`config.mk`:
```
export PLATFORM = sky130hd
export DESIGN_NAME = tvcm_mac
export DESIGN_NICKNAME = d
export VERILOG_FILES = /design/src/rtl/tvcm_pkg.sv /design/src/rtl/tvcm_mac.sv
export SDC_FILE = /design/constraint.sdc
export NUM_CORES = 2
export LEC_CHECK = 0
export BUFFER_PORTS_ARGS = -buffer_cell sky130_fd_sc_hd__buf_2
export CAP_MARGIN = 20
export CORE_ASPECT_RATIO = 0.9
export CORE_MARGIN = 1.5
export CORE_UTILIZATION = 60
export DETAILED_ROUTE_END_ITERATION = 10
export PLACE_DENSITY = 0.78
export SYNTH_ARGS = -nofsm -noshare
export SYNTH_HDL_FRONTEND = slang
export SYNTH_SLANG_ARGS = --single-unit
```
`constraint.sdc`:
```
create_clock -name clk -period 5.84 [get_ports clk]
set_clock_uncertainty 0.05 [all_clocks]
set_input_delay 0 -clock clk [delete_from_list [all_inputs] [get_ports clk]]
set_output_delay 0 -clock clk [all_outputs]
set_load 0.02 [all_outputs]
```
`src/rtl/tvcm_pkg.sv`:
```
`timescale 1ns / 1ps
// ----------------------------------------------------------------------------
// tvcm_pkg: shared types and constants
// Types, widths and defaults for the tetrahedron volume block.
// ----------------------------------------------------------------------------
package tvcm_pkg;

    // The multiplier and accumulator widths are sized for this coordinate width.
    localparam int COORD_BITS = 16;
    localparam int VOLUME_FRAC_BITS_DEF = 8;
    localparam int VOL_WIDTH = 56;
    localparam int ACC_W = 66;

    typedef enum logic [2:0] {
        ST_IDLE,
        ST_DIFF,
        ST_CROSS,
        ST_DOT,
        ST_DIV,
        ST_DONE
    } state_t;

    // Operation codes for the shared multiply-accumulate unit.
    typedef enum logic [1:0] {
        OP_LOAD,
        OP_ADD,
        OP_SUB
    } mac_op_t;

    typedef struct packed {
        logic    en;
        mac_op_t op;
    } mac_ctrl_t;

endpackage

```
`src/rtl/tvcm_mac.sv`:
```
`timescale 1ns / 1ps
// ----------------------------------------------------------------------------
// tvcm_mac: shared multiply-accumulate unit
// One signed product per cycle while enabled, loaded into, added to or subtracted from a register.
// ----------------------------------------------------------------------------
module tvcm_mac
(
    input  logic                        clk,
    input  logic                        rst_n,
    input  tvcm_pkg::mac_ctrl_t         ctrl,
    input  logic signed [33:0]          a,
    input  logic signed [33:0]          b,
    output logic signed [tvcm_pkg::ACC_W-1:0] acc
);
    import tvcm_pkg::*;

    logic signed [67:0]      prod;
    logic signed [ACC_W-1:0] acc_reg;
    logic signed [ACC_W-1:0] acc_next;

    assign prod = a * b;

    always_comb
    begin
        acc_next = acc_reg;
        if (ctrl.en)
        begin
            case (ctrl.op)
                OP_LOAD: acc_next = prod[ACC_W-1:0];
                OP_ADD:  acc_next = acc_reg + prod[ACC_W-1:0];
                OP_SUB:  acc_next = acc_reg - prod[ACC_W-1:0];
                default: acc_next = acc_reg;
            endcase
        end
    end

    always_ff @(posedge clk or negedge rst_n)
    begin
        if (!rst_n)
            acc_reg <= '0;
        else
            acc_reg <= acc_next;
    end

    assign acc = acc_reg;

endmodule

```
==> parameters.txt <==
Parameter                              Value

Finish
  Area added between synthesis and finish ... 23.8%
  Fill cell total of the finished layout ... 5314
  Util after Layout ... 75.2%
  Layout net count ... 7992
  Total non-filler cell area in the finished layout ... 61100 sq um
  Number of flip-flops under the largest register name ... 66
  Fraction of layout instances using a drive strength above 1 ... 24.4%

Clock network
  Count of clock tree sinks ... 66
  Cell at the root of the clock tree ... sky130_fd_sc_hd__clkbuf_16
  CTS tree ... built
  Max Buffers Root-to-Sink ... 2
  Clock input transition at the sequential cells of the worst setup and hold paths ... 0.06 ns
  Worst-skew pair later-pin latency ... 0.36 ns
  Cts bufs inserted ... 9
  CTS HTree Levels ... 3

Routing
  DR pass1 iterations ... 6
  Remaining design rule violation count ... 0
  Number of vias in the routed layout ... 42519
  Remaining antenna violation count ... 0
  WL per Instance ... 19.9 microns
  DRT iter0 DRCs ... 3682
  Per-cell via count in the routed design ... 5.67
  Routed Wire Length ... 149 mm

Synth
  Synth Register Bits ... 66
  Dominant combinational cell family by area after synthesis ... adder cells
  Fraction of post-synthesis cell area in the top cell type by area ... 49.5%
  Portion of netlist area occupied by mux cells ... 0.355%
  Post-Synthesis Net Count ... 7170
  List of most frequent post-synthesis cells ... sky130_fd_sc_hd__fa_1, sky130_fd_sc_hd__inv_1, sky130_fd_sc_hd__nand2_1
  Average size of a mapped cell ... 8.80 sq um
  Synth Area in XOR/XNOR ... 3.27%
  Synth warn ... 0
  Area fraction in compound gates after synthesis ... 8.02%
  Number of different library cells in the post-synthesis netlist ... 86
  Number of enable flip-flop cells after synthesis ... 0
  Post-synthesis cell count ... 5608
  Synthesized-area fraction occupied by and/or/nand/nor cells ... 17.3%
  Adder and majority cell fraction of the synthesized area ... 56.3%
  Cell accounting for the most synthesized area ... sky130_fd_sc_hd__fa_1
  Most instantiated library cell after synthesis ... sky130_fd_sc_hd__fa_1
  Post-synth top flop ... sky130_fd_sc_hd__dfrtp_1
  Register area share after synthesis ... 3.35%
  Ranking of synthesized cells by area ... sky130_fd_sc_hd__fa_1, sky130_fd_sc_hd__inv_1, sky130_fd_sc_hd__and2_1, sky130_fd_sc_hd__ha_1, sky130_fd_sc_hd__nand2_1
  Area of the mapped netlist ... 49300 sq um
  Async SR Flop Fraction ... 100%

Timing
  Final Hold Violating Endpoints ... 0
  Slew Limit Headroom ... 31.6%
  F_max ... 96.8 MHz
  Final worst path period share ... 177%
  Final min period ... 10.33 ns
  Unrepaired setup endpoints after global routing ... yes
  Final setup violation count ... 57
  Actual slew at the worst max-slew pin ... 1.03 ns
  Max-slew violation total from the final report ... 0
  Worst-case setup margin in the final layout ... -4.49 ns

Worst setup path
  Max incr delay on CP ... 0.57 ns
  Crit end category ... flip-flop
  Required time reported for the critical path endpoint ... 6.06 ns
  Startpoint class of the critical path ... input pin
  FF-to-FF setup slack ... 1.66 ns
  Most used cell, CP ... sky130_fd_sc_hd__fa_1
  Startpoint-to-endpoint class of the critical path ... in2reg
  Endpoint arrival time on the critical path ... 10.55 ns
  Critical-path maximum fanout ... 8
  Slowest cell on crit path ... sky130_fd_sc_hd__fa_1

GRT
  Initial antenna violation count ... 6
  Global-route wire length before repair ... 238 mm
  GRT Util Overall ... 35.8%
  Number of global-route vias before repair ... 44978
  Total overflow reported by the global router ... 0
  Maximum number of pins on one net before global-route repair ... 103

Floorplanning
  Chip width ... 305 microns
  Number of ports placed on the die boundary ... 139
  Effective utilization at floorplan ... 60.7%
  Overall die area ... 83900 sq um
  Vert. Die Dim ... 275 microns
  Core Region ... 81300 sq um
  Total number of placement rows ... 99

Placement
  Final weighted congestion in routability-driven placement ... 0.973
  PortBufs ... 138
  Detailed placement HPWL ... 124 mm
  Dpl cell area ... 57200 sq um

Run status
  Outcome ... finished with violations
  Violated checks ... negative setup slack

Hold path
  Worst min path class ... in2reg

Job
  Maximum capacitance violations ... 0
critical path, delay by kind of cell:
kind | cells | cell delay (ns)
compound gates | 16 | 2.67
xor+xnor | 2 | 0.61
fa+ha+maj | 10 | 4.26
buf+inv | 13 | 1.56
simple gates | 7 | 1.44
worst paths after layout:
path                                    start             endpoint  depth (start not counted)
max                                      b[2]  acc[64]$_DFFE_PN0P_                         48
min                                   ctrl[2]  acc[60]$_DFFE_PN0P_                          3
max reg2reg                acc[0]$_DFFE_PN0P_  acc[64]$_DFFE_PN0P_                         18
min reg2reg                acc[0]$_DFFE_PN0P_   acc[0]$_DFFE_PN0P_                          2
max in group asynchronous               rst_n  acc[60]$_DFFE_PN0P_                          3
min in group asynchronous               rst_n  acc[20]$_DFFE_PN0P_                          3
placed cells by master, fill, tap and decap left out, types with 34 or more instances in the layout:
cell type / n
sky130_fd_sc_hd__a21o_1: 62
sky130_fd_sc_hd__a21oi_1: 120
sky130_fd_sc_hd__a21oi_2: 54
sky130_fd_sc_hd__and2_1: 529
sky130_fd_sc_hd__buf_2: 97
sky130_fd_sc_hd__buf_4: 876
sky130_fd_sc_hd__buf_6: 84
sky130_fd_sc_hd__dfrtp_1: 66
sky130_fd_sc_hd__fa_1: 1186
sky130_fd_sc_hd__fa_2: 34
sky130_fd_sc_hd__ha_1: 228
sky130_fd_sc_hd__inv_1: 1159
sky130_fd_sc_hd__inv_2: 40
sky130_fd_sc_hd__nand2_1: 736
sky130_fd_sc_hd__nand2b_1: 34
sky130_fd_sc_hd__nor2_1: 167
sky130_fd_sc_hd__o21ai_0: 66
sky130_fd_sc_hd__o21ai_1: 59
sky130_fd_sc_hd__xnor2_1: 104
sky130_fd_sc_hd__xor2_1: 59
metal layers:
metal  track usage (%)  part of all wire [%]
met5                 0                 0.025
met4              9.26                   3.3
met3              6.33                   9.7
met2              59.0                    48
met1              49.6                    39
area by class of cell:
type / instances / area (sq um) / area share (%)
repair buffers: 1106 / 8830 / 14.5
inverters: 1201 / 4510 / 7.39
multi-input cells: 4046 / 44400 / 72.8
diodes: 1 / 2.50 / 0.00410
clock inverters: 6 / 66.3 / 0.109
flip-flops and latches: 66 / 1650 / 2.70
well taps: 1060 / 1330 / 2.17
clock buffers: 10 / 229 / 0.375
timing repair:
item / 4_1_cts / 5_1_grt
cloned: 1 / 0
setup endpoints to repair: 57 / 57
endpoints found under the hold margin: 66 / 0
pin swaps: 159 / 256
buffers inserted: 58 / 71
gates resized for setup: 314 / 341
hold buffers: 1 / 0
stage by stage:
| stage | setup TNS [ns] | hold slack [ns] | setup WS, ns | cells |
|---|---|---|---|---|
| 2_1_floorplan | -147.02 | -0.346 | -4.13 | 5608 |
| 4_1_cts | -173.29 | 0.0297 | -4.17 | 7434 |
| 3_5_place_dp | -211.78 | 0.246 | -5.01 | 7362 |
| 3_3_place_gp | -203.75 | 0.241 | -4.73 | 7362 |
| 5_1_grt | -203.63 | 0.0419 | -4.78 | 7495 |
| 6_report | -186.49 | 0.0173 | -4.49 | 7496 |
logic make-up (layout without fill, tap and decap cells):
logic type      after synthesis  after routing
flops                        66             66
compound gates              623            623
xor+xnor                    184            184
simple gates               1733           1733
buf+inv                    1496           2323
other cells                   0              1
fa+ha+maj                  1489           1489
mux                          17             17
Power is not shown: default switching activity piles up to over one toggle a cycle in this logic, so the estimate is an artifact.
